### src/rtl/core/owtr_pkg.sv
// Shared types and register map for the 1-Wire temperature read master.
package owtr_pkg;

    localparam int CFG_W    = 10;
    localparam int NUM_REGS = 7;
    localparam int REG_IDX_W = 3;

    localparam logic [REG_IDX_W-1:0] REG_RESET_LOW     = 3'd0;
    localparam logic [REG_IDX_W-1:0] REG_PRESENCE_WAIT = 3'd1;
    localparam logic [REG_IDX_W-1:0] REG_RESET_TAIL    = 3'd2;
    localparam logic [REG_IDX_W-1:0] REG_WRITE_ONE_LOW = 3'd3;
    localparam logic [REG_IDX_W-1:0] REG_SLOT          = 3'd4;
    localparam logic [REG_IDX_W-1:0] REG_READ_LOW      = 3'd5;
    localparam logic [REG_IDX_W-1:0] REG_READ_TAIL     = 3'd6;

    localparam logic [CFG_W-1:0] RST_RESET_LOW     = 10'd480;
    localparam logic [CFG_W-1:0] RST_PRESENCE_WAIT = 10'd80;
    localparam logic [CFG_W-1:0] RST_RESET_TAIL    = 10'd400;
    localparam logic [CFG_W-1:0] RST_WRITE_ONE_LOW = 10'd1;
    localparam logic [CFG_W-1:0] RST_SLOT          = 10'd50;
    localparam logic [CFG_W-1:0] RST_READ_LOW      = 10'd2;
    localparam logic [CFG_W-1:0] RST_READ_TAIL     = 10'd60;

    // Command codes carried in the cmd field of an input transaction.
    localparam logic [2:0] CMD_TICK  = 3'd0;
    localparam logic [2:0] CMD_RESET = 3'd1;
    localparam logic [2:0] CMD_WRITE = 3'd2;
    localparam logic [2:0] CMD_READ  = 3'd3;
    localparam logic [2:0] CMD_TEMP  = 3'd4;

    // ROM and function commands issued by the temperature sequence.
    localparam logic [7:0] ROM_SKIP        = 8'hCC;
    localparam logic [7:0] FN_CONVERT      = 8'h44;
    localparam logic [7:0] FN_READ_SCRATCH = 8'hBE;

    typedef struct packed {
        logic [2:0] cmd;
        logic [7:0] tx_byte;
        logic       line_level;
    } in_item_t;

    typedef struct packed {
        logic               line_low;
        logic               busy_res;
        logic               done_res;
        logic               presence;
        logic [7:0]         rx_byte;
        logic signed [15:0] temperature;
    } out_item_t;

endpackage

### src/rtl/core/one_wire_master_temp_read.sv
// Top level of the 1-Wire master with built-in temperature read sequence.
//
//   cmd channel (cmd_valid / cmd_stall / cmd_item) carries one transaction per
//   microsecond tick (cmd 0, with the sampled bus level) or a command: reset
//   with presence detect, write byte, read byte, or full temperature read.
//   res channel (res_valid / res_stall / res_item) returns exactly one
//   transaction per accepted cmd transaction: bus drive, busy, done, presence,
//   last read byte and last temperature in 1/16 degree units.
// Path: the input register holds an accepted transaction, then the sequencer
//   updates its state and loads the result register, where res_valid rises.
// Throughput: one transaction per cycle while the result is not stalled;
//   res_item is the state after handling the transaction.
// Stall: a stalled result holds in the result register while one more cmd
//   transaction waits in the input register; cmd_stall rises only then.
// Reset: timing registers return to their defaults, the sequencer goes idle,
//   all captured values clear and both channels empty.
// Configuration: write cfg_data to register cfg_index with cfg_we while no
//   transaction is in flight; a running phase uses the new value next tick.
module one_wire_master_temp_read
    import owtr_pkg::*;
#(
    parameter int TIMER_BITS = 10
)
(
    input  logic                 clk,
    input  logic                 rst_n,
    input  logic                 cmd_valid,
    output logic                 cmd_stall,
    input  in_item_t             cmd_item,
    output logic                 res_valid,
    input  logic                 res_stall,
    output out_item_t            res_item,
    input  logic                 cfg_we,
    input  logic [REG_IDX_W-1:0] cfg_index,
    input  logic [CFG_W-1:0]     cfg_data
);

    logic                                hold_valid_reg;
    in_item_t                            hold_item_reg;
    logic                                res_valid_reg;
    out_item_t                           res_item_reg;
    out_item_t                           engine_result;
    logic                                advance;
    logic [NUM_REGS-1:0][TIMER_BITS-1:0] dur;

    // Process the held transaction whenever the result slot is free or draining.
    assign advance   = hold_valid_reg && (!res_valid_reg || !res_stall);
    assign cmd_stall = hold_valid_reg && !advance;

    owtr_cfg_regs #(
        .TIMER_BITS (TIMER_BITS)
    ) u_cfg (
        .clk       (clk),
        .rst_n     (rst_n),
        .cfg_we    (cfg_we),
        .cfg_index (cfg_index),
        .cfg_data  (cfg_data),
        .dur       (dur)
    );

    owtr_engine #(
        .TIMER_BITS (TIMER_BITS)
    ) u_engine (
        .clk    (clk),
        .rst_n  (rst_n),
        .en     (advance),
        .item   (hold_item_reg),
        .dur    (dur),
        .result (engine_result)
    );

    // Input register: load on acceptance, drop once processed.
    always_ff @(posedge clk or negedge rst_n)
    begin
        if (!rst_n)
            hold_valid_reg <= 1'b0;
        else if (cmd_valid && !cmd_stall)
            hold_valid_reg <= 1'b1;
        else if (advance)
            hold_valid_reg <= 1'b0;
    end

    always_ff @(posedge clk)
    begin
        if (cmd_valid && !cmd_stall)
            hold_item_reg <= cmd_item;
    end

    // Result register: hold while stalled, advance when the sequencer fires.
    always_ff @(posedge clk or negedge rst_n)
    begin
        if (!rst_n)
            res_valid_reg <= 1'b0;
        else if (advance)
            res_valid_reg <= 1'b1;
        else if (!res_stall)
            res_valid_reg <= 1'b0;
    end

    always_ff @(posedge clk)
    begin
        if (advance)
            res_item_reg <= engine_result;
    end

    assign res_valid = res_valid_reg;
    assign res_item  = res_item_reg;

    // A completing transaction never reports busy.
    assert property (@(posedge clk) disable iff (!rst_n)
        res_valid |-> !(res_item.done_res && res_item.busy_res))
        else $error("done and busy reported together");

    // The bus is only driven low while a command runs.
    assert property (@(posedge clk) disable iff (!rst_n)
        (res_valid && res_item.line_low) |-> res_item.busy_res)
        else $error("bus driven low while idle");

    // Input backpressure only comes from a stalled, occupied result slot.
    assert property (@(posedge clk) disable iff (!rst_n)
        cmd_stall |-> (res_valid && res_stall && hold_valid_reg))
        else $error("cmd stalled without a stalled result");

    // Every processed transaction shows up as a result next cycle.
    assert property (@(posedge clk) disable iff (!rst_n)
        advance |=> res_valid)
        else $error("processed transaction lost");

endmodule

### src/rtl/core/owtr_cfg_regs.sv
// Timing register file with clamping of each duration to the timer range.
module owtr_cfg_regs
    import owtr_pkg::*;
#(
    parameter int TIMER_BITS = 10
)
(
    input  logic                                     clk,
    input  logic                                     rst_n,
    input  logic                                     cfg_we,
    input  logic [REG_IDX_W-1:0]                     cfg_index,
    input  logic [CFG_W-1:0]                         cfg_data,
    output logic [NUM_REGS-1:0][TIMER_BITS-1:0]      dur
);

    localparam int CMP_W = (TIMER_BITS > CFG_W) ? TIMER_BITS : CFG_W;
    localparam logic [CMP_W-1:0] TMAX = CMP_W'((64'd1 << TIMER_BITS) - 64'd1);

    logic [NUM_REGS-1:0][CFG_W-1:0] cfg_reg;

    always_ff @(posedge clk or negedge rst_n)
    begin
        if (!rst_n)
        begin
            cfg_reg[REG_RESET_LOW]     <= RST_RESET_LOW;
            cfg_reg[REG_PRESENCE_WAIT] <= RST_PRESENCE_WAIT;
            cfg_reg[REG_RESET_TAIL]    <= RST_RESET_TAIL;
            cfg_reg[REG_WRITE_ONE_LOW] <= RST_WRITE_ONE_LOW;
            cfg_reg[REG_SLOT]          <= RST_SLOT;
            cfg_reg[REG_READ_LOW]      <= RST_READ_LOW;
            cfg_reg[REG_READ_TAIL]     <= RST_READ_TAIL;
        end
        else if (cfg_we && (cfg_index < REG_IDX_W'(NUM_REGS)))
        begin
            cfg_reg[cfg_index] <= cfg_data;
        end
    end

    // Zero acts as one tick; cap at the largest count the timer holds.
    always_comb
    begin
        logic [CMP_W-1:0] v;
        logic [CMP_W-1:0] d;
        for (int i = 0; i < NUM_REGS; i++)
        begin
            v = CMP_W'(cfg_reg[i]);
            if (v == '0)
                d = CMP_W'(1);
            else if (v > TMAX)
                d = TMAX;
            else
                d = v;
            dur[i] = d[TIMER_BITS-1:0];
        end
    end

endmodule

### src/rtl/core/owtr_engine.sv
// Bus phase sequencer: one item per enabled cycle, result from next state.
module owtr_engine
    import owtr_pkg::*;
#(
    parameter int TIMER_BITS = 10
)
(
    input  logic                                clk,
    input  logic                                rst_n,
    input  logic                                en,
    input  in_item_t                            item,
    input  logic [NUM_REGS-1:0][TIMER_BITS-1:0] dur,
    output out_item_t                           result
);

    localparam logic [3:0] PH_IDLE     = 4'd0;
    localparam logic [3:0] PH_RST_LOW  = 4'd1;
    localparam logic [3:0] PH_RST_WAIT = 4'd2;
    localparam logic [3:0] PH_RST_TAIL = 4'd3;
    localparam logic [3:0] PH_W1_LOW   = 4'd4;
    localparam logic [3:0] PH_W1_REL   = 4'd5;
    localparam logic [3:0] PH_W0_LOW   = 4'd6;
    localparam logic [3:0] PH_W0_REL   = 4'd7;
    localparam logic [3:0] PH_RD_LOW   = 4'd8;
    localparam logic [3:0] PH_RD_SAMP  = 4'd9;
    localparam logic [3:0] PH_RD_TAIL  = 4'd10;

    logic [3:0]            phase_reg, phase_next;
    logic [TIMER_BITS-1:0] tick_reg, tick_next;
    logic [2:0]            bit_reg, bit_next;
    logic [7:0]            shift_reg, shift_next;
    logic [3:0]            step_reg, step_next;
    logic [2:0]            active_reg, active_next;
    logic [7:0]            low_reg, low_next;
    logic                  pres_reg, pres_next;
    logic [7:0]            rx_reg, rx_next;
    logic [15:0]           temp_reg, temp_next;

    function automatic logic [3:0] write_phase(input logic [7:0] b, input logic [2:0] idx);
        return b[idx] ? PH_W1_LOW : PH_W0_LOW;
    endfunction

    always_comb
    begin
        logic [TIMER_BITS-1:0] d;
        logic                  timed;
        logic [TIMER_BITS-1:0] tick_inc;
        logic                  bit_done;
        logic                  reading;
        logic                  unit_done;
        logic [3:0]            seq;
        logic                  done;

        phase_next  = phase_reg;
        tick_next   = tick_reg;
        bit_next    = bit_reg;
        shift_next  = shift_reg;
        step_next   = step_reg;
        active_next = active_reg;
        low_next    = low_reg;
        pres_next   = pres_reg;
        rx_next     = rx_reg;
        temp_next   = temp_reg;
        bit_done    = 1'b0;
        reading     = 1'b0;
        unit_done   = 1'b0;
        done        = 1'b0;
        seq         = step_reg + 4'd1;
        tick_inc    = tick_reg + TIMER_BITS'(1);
        timed       = 1'b1;

        unique case (phase_reg) inside
            PH_RST_LOW:             d = dur[REG_RESET_LOW];
            PH_RST_WAIT:            d = dur[REG_PRESENCE_WAIT];
            PH_RST_TAIL:            d = dur[REG_RESET_TAIL];
            PH_W1_LOW:              d = dur[REG_WRITE_ONE_LOW];
            PH_W1_REL, PH_W0_LOW:   d = dur[REG_SLOT];
            PH_RD_LOW:              d = dur[REG_READ_LOW];
            PH_RD_TAIL:             d = dur[REG_READ_TAIL];
            PH_W0_REL, PH_RD_SAMP:  d = TIMER_BITS'(1);
            default:
            begin
                d     = TIMER_BITS'(1);
                timed = 1'b0;
            end
        endcase

        if (item.cmd == CMD_TICK)
        begin
            if (timed)
            begin
                tick_next = tick_inc;
                if (tick_inc >= d)
                begin
                    tick_next = '0;
                    unique case (phase_reg) inside
                        PH_RST_LOW:  phase_next = PH_RST_WAIT;
                        PH_RST_WAIT:
                        begin
                            pres_next  = ~item.line_level;
                            phase_next = PH_RST_TAIL;
                        end
                        PH_RST_TAIL: unit_done = 1'b1;
                        PH_W1_LOW:   phase_next = PH_W1_REL;
                        PH_W0_LOW:   phase_next = PH_W0_REL;
                        PH_W1_REL, PH_W0_REL: bit_done = 1'b1;
                        PH_RD_LOW:   phase_next = PH_RD_SAMP;
                        PH_RD_SAMP:
                        begin
                            if (item.line_level)
                                shift_next[bit_reg] = 1'b1;
                            phase_next = PH_RD_TAIL;
                        end
                        PH_RD_TAIL:
                        begin
                            bit_done = 1'b1;
                            reading  = 1'b1;
                        end
                        default: ;
                    endcase
                end
            end
        end
        else if (phase_reg == PH_IDLE && item.cmd <= CMD_TEMP)
        begin
            active_next = item.cmd;
            step_next   = '0;
            tick_next   = '0;
            bit_next    = '0;
            if (item.cmd == CMD_WRITE)
            begin
                shift_next = item.tx_byte;
                phase_next = write_phase(item.tx_byte, 3'd0);
            end
            else if (item.cmd == CMD_READ)
            begin
                shift_next = '0;
                phase_next = PH_RD_LOW;
            end
            else
            begin
                phase_next = PH_RST_LOW;
            end
        end

        // Advance to the next bit or close out the byte.
        if (bit_done)
        begin
            if (bit_reg == 3'd7)
                unit_done = 1'b1;
            else
            begin
                bit_next   = bit_reg + 3'd1;
                phase_next = reading ? PH_RD_LOW : write_phase(shift_reg, bit_reg + 3'd1);
            end
        end

        // Step the temperature sequence or finish the command.
        if (unit_done)
        begin
            done = 1'b1;
            if (active_reg == CMD_TEMP)
            begin
                if (step_reg == 4'd6)
                    low_next = shift_reg;
                if (step_reg == 4'd7)
                    temp_next = {shift_reg, low_reg};
                step_next = seq;
                done      = 1'b0;
                bit_next  = '0;
                case (seq) inside
                    4'd1, 4'd4:
                    begin
                        shift_next = ROM_SKIP;
                        phase_next = write_phase(ROM_SKIP, 3'd0);
                    end
                    4'd2:
                    begin
                        shift_next = FN_CONVERT;
                        phase_next = write_phase(FN_CONVERT, 3'd0);
                    end
                    4'd3:
                        phase_next = PH_RST_LOW;
                    4'd5:
                    begin
                        shift_next = FN_READ_SCRATCH;
                        phase_next = write_phase(FN_READ_SCRATCH, 3'd0);
                    end
                    4'd6, 4'd7:
                    begin
                        shift_next = '0;
                        phase_next = PH_RD_LOW;
                    end
                    default:
                        done = 1'b1;
                endcase
            end
            else if (active_reg == CMD_READ)
            begin
                rx_next = shift_reg;
            end
            if (done)
            begin
                phase_next  = PH_IDLE;
                step_next   = '0;
                active_next = '0;
            end
        end

        result.line_low    = (phase_next == PH_RST_LOW) || (phase_next == PH_W1_LOW) ||
                             (phase_next == PH_W0_LOW) || (phase_next == PH_RD_LOW);
        result.busy_res    = (phase_next != PH_IDLE);
        result.done_res    = done;
        result.presence    = pres_next;
        result.rx_byte     = rx_next;
        result.temperature = $signed(temp_next);
    end

    always_ff @(posedge clk or negedge rst_n)
    begin
        if (!rst_n)
        begin
            phase_reg  <= PH_IDLE;
            tick_reg   <= '0;
            bit_reg    <= '0;
            shift_reg  <= '0;
            step_reg   <= '0;
            active_reg <= '0;
            low_reg    <= '0;
            pres_reg   <= 1'b0;
            rx_reg     <= '0;
            temp_reg   <= '0;
        end
        else if (en)
        begin
            phase_reg  <= phase_next;
            tick_reg   <= tick_next;
            bit_reg    <= bit_next;
            shift_reg  <= shift_next;
            step_reg   <= step_next;
            active_reg <= active_next;
            low_reg    <= low_next;
            pres_reg   <= pres_next;
            rx_reg     <= rx_next;
            temp_reg   <= temp_next;
        end
    end

endmodule
### config.mk
export PLATFORM = sky130hd
export DESIGN_NAME = one_wire_master_temp_read
export DESIGN_NICKNAME = d
export VERILOG_FILES = /design/src/rtl/core/owtr_pkg.sv /design/src/rtl/core/one_wire_master_temp_read.sv /design/src/rtl/core/owtr_cfg_regs.sv /design/src/rtl/core/owtr_engine.sv
export SDC_FILE = /design/constraint.sdc
export NUM_CORES = 1
export LEC_CHECK = 0
export BUFFER_PORTS_ARGS = -buffer_cell sky130_fd_sc_hd__buf_4
export CAP_MARGIN = 20
export CORE_MARGIN = 5
export CORE_UTILIZATION = 40
export CTS_CLUSTER_DIAMETER = 100
export DETAILED_ROUTE_END_ITERATION = 10
export GPL_ROUTABILITY_DRIVEN = 0
export PLACE_DENSITY_LB_ADDON = 0.05
export REMOVE_ABC_BUFFERS = 1
export SETUP_SLACK_MARGIN = 0.5
export SLEW_MARGIN = 20
export SYNTH_ARGS = -nofsm -noshare
export SYNTH_HDL_FRONTEND = slang
export SYNTH_SLANG_ARGS = --single-unit
### constraint.sdc
create_clock -name clk -period 3.7 [get_ports clk]
set_input_delay 0.925 -clock clk [delete_from_list [all_inputs] [get_ports clk]]
set_output_delay 0.925 -clock clk [all_outputs]
set_load 0.005 [all_outputs]
==> impl_metrics.py, run 1 <==
metrics = {
    "drt": {
        "vias": 6758,
        "ant_nets": 0,
        "drtIter0Drc": 412,
        "drt-pass1-iter-count": 7,
        "drc": 0,
        "via_per_inst": 5.63,
        "routedWlPerCell_um": 21.1,
        "drt-total-wl_mm": 25.4,
    },
    "clock_network": {
        "cts_num_sinks": 177,
        "ctsHoldBuffers": 0,
        "tritoncts": "built",
        "htreeDepth": 4,
        "clk_pin_slew_ps": 80,
        "cts_max_path_buffers": 2,
        "clock_latency_ps": 440,
        "root_buffer": "clkbuf_16",
        "cts_buffers": 17,
    },
    "timing": {
        "max_freq_mhz": 274,
        "grt_setup_unrepaired": "true",
        "finClkSkew_ps": 12.9,
        "finalSetupViolations": 0,
        "slew_headroom_pct": 35.9,
        "timing.final.crit_share_pct": 98.8,
        "fin_crit_ps": 3660,
        "slew_viol_final": 0,
        "hold_viol": 0,
        "tightest_slew_ps": 957,
    },
    "logic_synthesis": {
        "async_reset_ff_share_pct": 77.4,
        "synth_cell_types": 75,
        "syn_area_per_cell_um2": 12.3,
        "synth_top_area_share_pct": 33.1,
        "synth_seq_area_share_pct": 51.8,
        "synth_edf_count": 40,
        "synth_cells": 730,
        "ys_ff_latch": 177,
        "synth_area_leaders": "dfrtp_1 33%, mux2_2 14%, edfxtp_1 13%",
        "synth_ff_type": "dfrtp_1",
        "yosys_warnings": 0,
        "syn_area_um2": 8990,
        "synth.largest_area_cell": "dfrtp_1",
    },
    "layout": {
        "nNetsFinal": 956,
        "final_cell_mix": "149 x buf_4, 116 x dfrtp_1, 103 x mux2_2",
        "post-route-util_pct": 55.1,
        "fin_cells": 1201,
        "fin_area_um2": 12100,
        "drive_gt1_share_pct": 50.9,
        "n_fill_cell": 1792,
        "area_growth_syn_to_layout_pct": 34.6,
        "antenna_cells": 0,
        "largest_reg_flops": 70,
        "final_common_cell": "buf_4",
    },
    "worst_setup_path": {
        "regToRegStartpoint": "u_engine.phase_reg[1]",
        "crit_buf_inv": 5,
        "cpMostUsedCell": "buf_4",
        "crit_path_max_incr_delay_ps": 460,
        "crit_path_start": "u_engine.phase_reg[1]",
        "crit_fanout": 5,
        "rrSetupSlack_ps": 40,
        "crit_arrival_ps": 3970,
        "ff2ff_path_depth": 16,
        "path_cells": "buf_6 -> buf_4 -> or2_4 -> nor2_1 -> buf_4 -> a222oi_1 -> and3_1 -> ha_1 -> a41oi_2 -> a211o_4 -> a21boi_4 -> nand4_4 -> nor2_8 -> buf_12 -> buf_16 -> mux2_4",
        "worst-setup-path-type": "reg -> reg",
        "cp_top_family": "simple AND/OR/NAND/NOR gates",
        "worstSetupEndpointType": "flip-flop",
        "start_kind": "flip-flop",
        "crit_cells": 16,
        "worstPathRequired_ps": 4020,
        "slowest_stage": "dfrtp_2",
    },
    "global_route": {
        "grtUsageTotal_pct": 19.7,
        "grt_pass1_vias": 7122,
        "grt_pass1_wl_mm": 40.1,
        "antenna_found_initial": 0,
        "grt_max_degree": 78,
        "overflow": 0,
    },
    "power_and_ir_drop": {
        "p_clk_share_pct": 25.2,
        "cellPowerDensity_nw_per_um2": 623,
        "combPwrFrac_pct": 39.0,
        "ir_worst_vdd_mv": 0.351,
        "seq_power_share_pct": 35.7,
        "switching_power_mw": 2.65,
        "switching_share_pct": 35.1,
        "power.leakage_nw": 5.14,
        "p_int_mw": 4.90,
    },
    "floorplan": {
        "initial_core_util_pct": 40.9,
        "die_w_um": 160,
        "chipHeight_um": 160,
        "core_area_um2": 22000,
        "rows": 54,
        "dieArea_um2": 25600,
        "io_pins": 60,
    },
    "placement": {
        "dp_cells": 1139,
        "numPortBuffers": 59,
        "hpwlAfterDp_mm": 18.0,
        "place_area_um2": 10400,
    },
    "run_status": {
        "outcome": "finished clean",
    },
    "min_path": {
        "hold_class": "in -> async",
    },
    "job": {
        "cap_viol_max_count": 0,
    },
}
[repair_timing]
action	CTS	global route
pin swaps	48	51
endpoints found under the hold margin	0	0
resized for setup	101	75
setup endpoints to repair	93	93
setup buffers	15	14
cloned	1	0
[routing by layer]
metal  wire length (um)  GRT usage [%]  vias to the layer above
li1                   -              -                     3140
met1              10900           25.4                     3389
met2              12500           32.5                      181
met3               1090           3.76                       48
met4                855           8.84                        0
met5                  0              0                        -
[cell families after synthesis]
logic type	synth area share (%)
flip-flops	51.8
adder cells (fa/ha/maj)	2.51
XOR/XNOR	1.66
multiplexers	17.9
buffers and inverters	2.37
AO/OA/AOI/OAI	12.3
AND/OR/NAND/NOR	11.5
[cell type report]
| type | count | area [um^2] | area share [%] |
|---|---|---|---|
| Timing Repair Buffer | 188 | 1620 | 13.4 |
| Sequential cell | 177 | 4660 | 38.5 |
| Clock inverter | 11 | 138 | 1.14 |
| Multi-Input combinational cell | 506 | 4780 | 39.5 |
| Tap cell | 280 | 350 | 2.90 |
| Inverter | 18 | 67.6 | 0.558 |
| Clock buffer | 21 | 483 | 3.99 |
[metrics by stage]
| step | hold WS, ps | power [mW] | setup WS [ps] | TNS (ps) |
|---|---|---|---|---|
| 2_1_floorplan | 456 | 3.72 | -252 | -7420 |
| 3_3_place_gp | 481 | 4.78 | -332 | -11200 |
| 3_5_place_dp | 487 | 4.83 | -427 | -18270 |
| 4_1_cts | 500 | 7.15 | 44.9 | 0 |
| 5_1_grt | 516 | 7.89 | -119 | -2860 |
| 6_report | 469 | 7.54 | 44.7 | 0 |
[power groups by stage]
stage               clock, mW  sequential (mW)  combinational (mW)
floorplan                   0             2.61                1.11
global placement            0             2.70                2.08
detailed placement          0             2.71                2.12
CTS                      1.95             2.68                2.53
global route             2.01             2.74                3.14
finish                   1.90             2.70                2.94
[path summary, 6_finish.rpt]
kind | endpoint
worst max-delay path | u_engine.temp_reg[11]
worst min-delay path | u_engine.temp_reg[0]
worst max register to register | u_engine.temp_reg[11]
worst min register to register | res_valid
max in group asynchronous | u_cfg.cfg_reg[6]
min in group clk | res_valid
[synthesized netlist by cell type, types with 14 or more instances]
cell type / n
nor2_1: 38
mux2_4: 18
a21oi_1: 28
ha_1: 18
o21ai_0: 34
inv_1: 17
nor3_1: 14
mux2_2: 111
nand3_1: 16
nand2_1: 33
edfxtp_1: 40
dfstp_2: 18
dfrtp_1: 119
clkbuf_1: 16
No activity file was read; power rests on OpenSTA's default activity.
==> run 2, diff against run 1 <==
Settings changed: PLACE_DENSITY_LB_ADDON 0.05 to 0.1.
==> impl_metrics.py, run 2 (synthesized netlist as in run 1, its figures left out) <==
metrics = {
    "drt": {
        "vias": 6870,
        "drt-pass1-iter-count": 6,
        "routedWlPerCell_um": 21.1,
        "wl_met2_mm": 11.3,
        "drtIter0Drc": 632,
        "drt-met1-wl_mm": 11.8,
        "highest_layer": "met4",
        "met3_length_mm": 1.36,
        "drc": 0,
        "drt-total-wl_mm": 25.0,
        "via_per_inst": 5.79,
        "ant_nets": 0,
    },
    "timing": {
        "slew_headroom_pct": 37.1,
        "finalSetupViolations": 0,
        "fin_setup_tns_ps": 0,
        "hold_viol": 0,
        "finClkSkew_ps": 13.7,
        "grt_setup_unrepaired": "true",
        "tightest_slew_ps": 939,
        "timing.final.crit_share_pct": 98.3,
        "max_freq_mhz": 275,
        "fin_crit_ps": 3640,
        "slew_viol_final": 0,
    },
    "worst_setup_path": {
        "start_kind": "flip-flop",
        "ff2ff_path_depth": 16,
        "crit_path_max_incr_delay_ps": 570,
        "cp_top_family": "simple AND/OR/NAND/NOR gates",
        "crit_fanout": 5,
        "crit_buf_inv": 4,
        "crit_cells": 16,
        "worst-setup-path-type": "reg -> reg",
        "crit_arrival_ps": 3830,
        "path_cells": "or4_4 -> nor4_4 -> inv_1 -> a32oi_1 -> and3_4 -> ha_4 -> nand3_2 -> a211oi_2 -> buf_4 -> or3_4 -> o21ai_4 -> buf_12 -> buf_8 -> nor2_1 -> nor4_2 -> o21ai_1",
        "worstSetupEndpointType": "flip-flop",
        "slowest_stage": "or4_4",
        "worstPathRequired_ps": 3890,
    },
    "power_and_ir_drop": {
        "total_power_mw": 7.32,
        "power.leakage_nw": 5.02,
        "ir_worst_vdd_mv": 0.372,
        "cellPowerDensity_nw_per_um2": 617,
    },
    "layout": {
        "nNetsFinal": 941,
        "post-route-util_pct": 54.0,
        "fin_cells": 1186,
        "n_fill_cell": 1823,
        "final_cell_mix": "142 x buf_4, 114 x dfrtp_1, 101 x mux2_2",
        "area_growth_syn_to_layout_pct": 32.0,
        "drive_gt1_share_pct": 49.4,
        "final_common_cell": "buf_4",
        "antenna_cells": 0,
        "largest_reg_flops": 70,
    },
    "floorplan": {
        "dieArea_um2": 25600,
        "core_area_um2": 22000,
        "chipHeight_um": 160,
        "initial_core_util_pct": 40.9,
        "die_w_um": 160,
        "io_pins": 60,
        "rows": 54,
    },
    "global_route": {
        "grt_pass1_vias": 6938,
        "grt_max_degree": 56,
        "antenna_found_initial": 0,
        "overflow": 0,
        "grt_pass1_wl_mm": 39.0,
        "grtUsageTotal_pct": 19.1,
    },
    "clock_network": {
        "tritoncts": "built",
        "htreeDepth": 4,
        "ctsHoldBuffers": 0,
        "cts_buffers": 17,
        "clk_pin_slew_ps": 90,
        "root_buffer": "clkbuf_16",
        "clock_latency_ps": 440,
        "cts_num_sinks": 177,
        "cts_max_path_buffers": 2,
    },
    "job": {
        "cap_viol_max_count": 0,
    },
    "run_status": {
        "outcome": "finished clean",
    },
    "placement": {
        "numPortBuffers": 59,
        "dp_cells": 1123,
        "hpwlAfterDp_mm": 17.3,
    },
    "min_path": {
        "hold_class": "in -> async",
    },
}
run 2: cell count changes in the layout (fill, tap and decap cells not counted), sizes merged:
cell	previous run	this run
inv	24	26
clkinv	2	7
buf	188	172
clkbuf	21	18
clkinvlp	1	0
bufinv	2	0
run 2: worst paths after layout:
kind | from | endpoint | slack, ps
worst max-delay path | u_cfg.cfg_reg[27] | res_item[26] | 60
worst min-delay path | rst_n | u_cfg.cfg_reg[56] | 430
worst max register to register | u_cfg.cfg_reg[27] | res_item[26] | 60
worst min register to register | hold_valid_reg | res_valid | 510
max in group asynchronous | rst_n | u_cfg.cfg_reg[28] | 2430
min in group clk | hold_valid_reg | res_valid | 510
run 2: per-stage QoR:
stage          area [um^2]  setup WS (ps)  hold WS, ps
2_1_floorplan         8840           -252          456
3_3_place_gp         10300           -193          478
3_5_place_dp         10300           -151          490
4_1_cts              11400            104          435
5_1_grt              11900          -22.6          471
6_report             11900           63.3          427
run 2: repair_timing:
action / 4_1_cts / 5_1_grt
resized for setup: 78 / 79
buffers inserted: 15 / 15
endpoints found under the setup margin: 93 / 92
cloned: 0 / 1
pin swaps: 25 / 32
endpoints found under the hold margin: 0 / 0
run 2: area by class of cell:
class / count / area, um^2 / area share, %
Timing Repair Buffer: 173 / 1470 / 12.4
Tap cell: 280 / 350 / 2.95
Inverter: 18 / 70.1 / 0.591
Clock inverter: 15 / 204 / 1.72
Clock buffer: 17 / 425 / 3.59
Multi-Input combinational cell: 506 / 4680 / 39.5
Sequential cell: 177 / 4660 / 39.3
run 2: per-layer routing:
layer / vias up / track usage, %
met4: 0 / 5.67
met5: - / 0
met3: 45 / 3.17
met1: 3481 / 28.1
met2: 234 / 29.1
li1: 3110 / -
run 2: report_power, final:
group | total, mW | internal [mW] | leakage, nW | switching (mW)
clock network | 1.89 | 0.938 | 0.303 | 0.951
logic | 2.69 | 1.37 | 2.61 | 1.31
registers | 2.75 | 2.34 | 2.11 | 0.413
total | 7.32 | 4.65 | 5.02 | 2.68
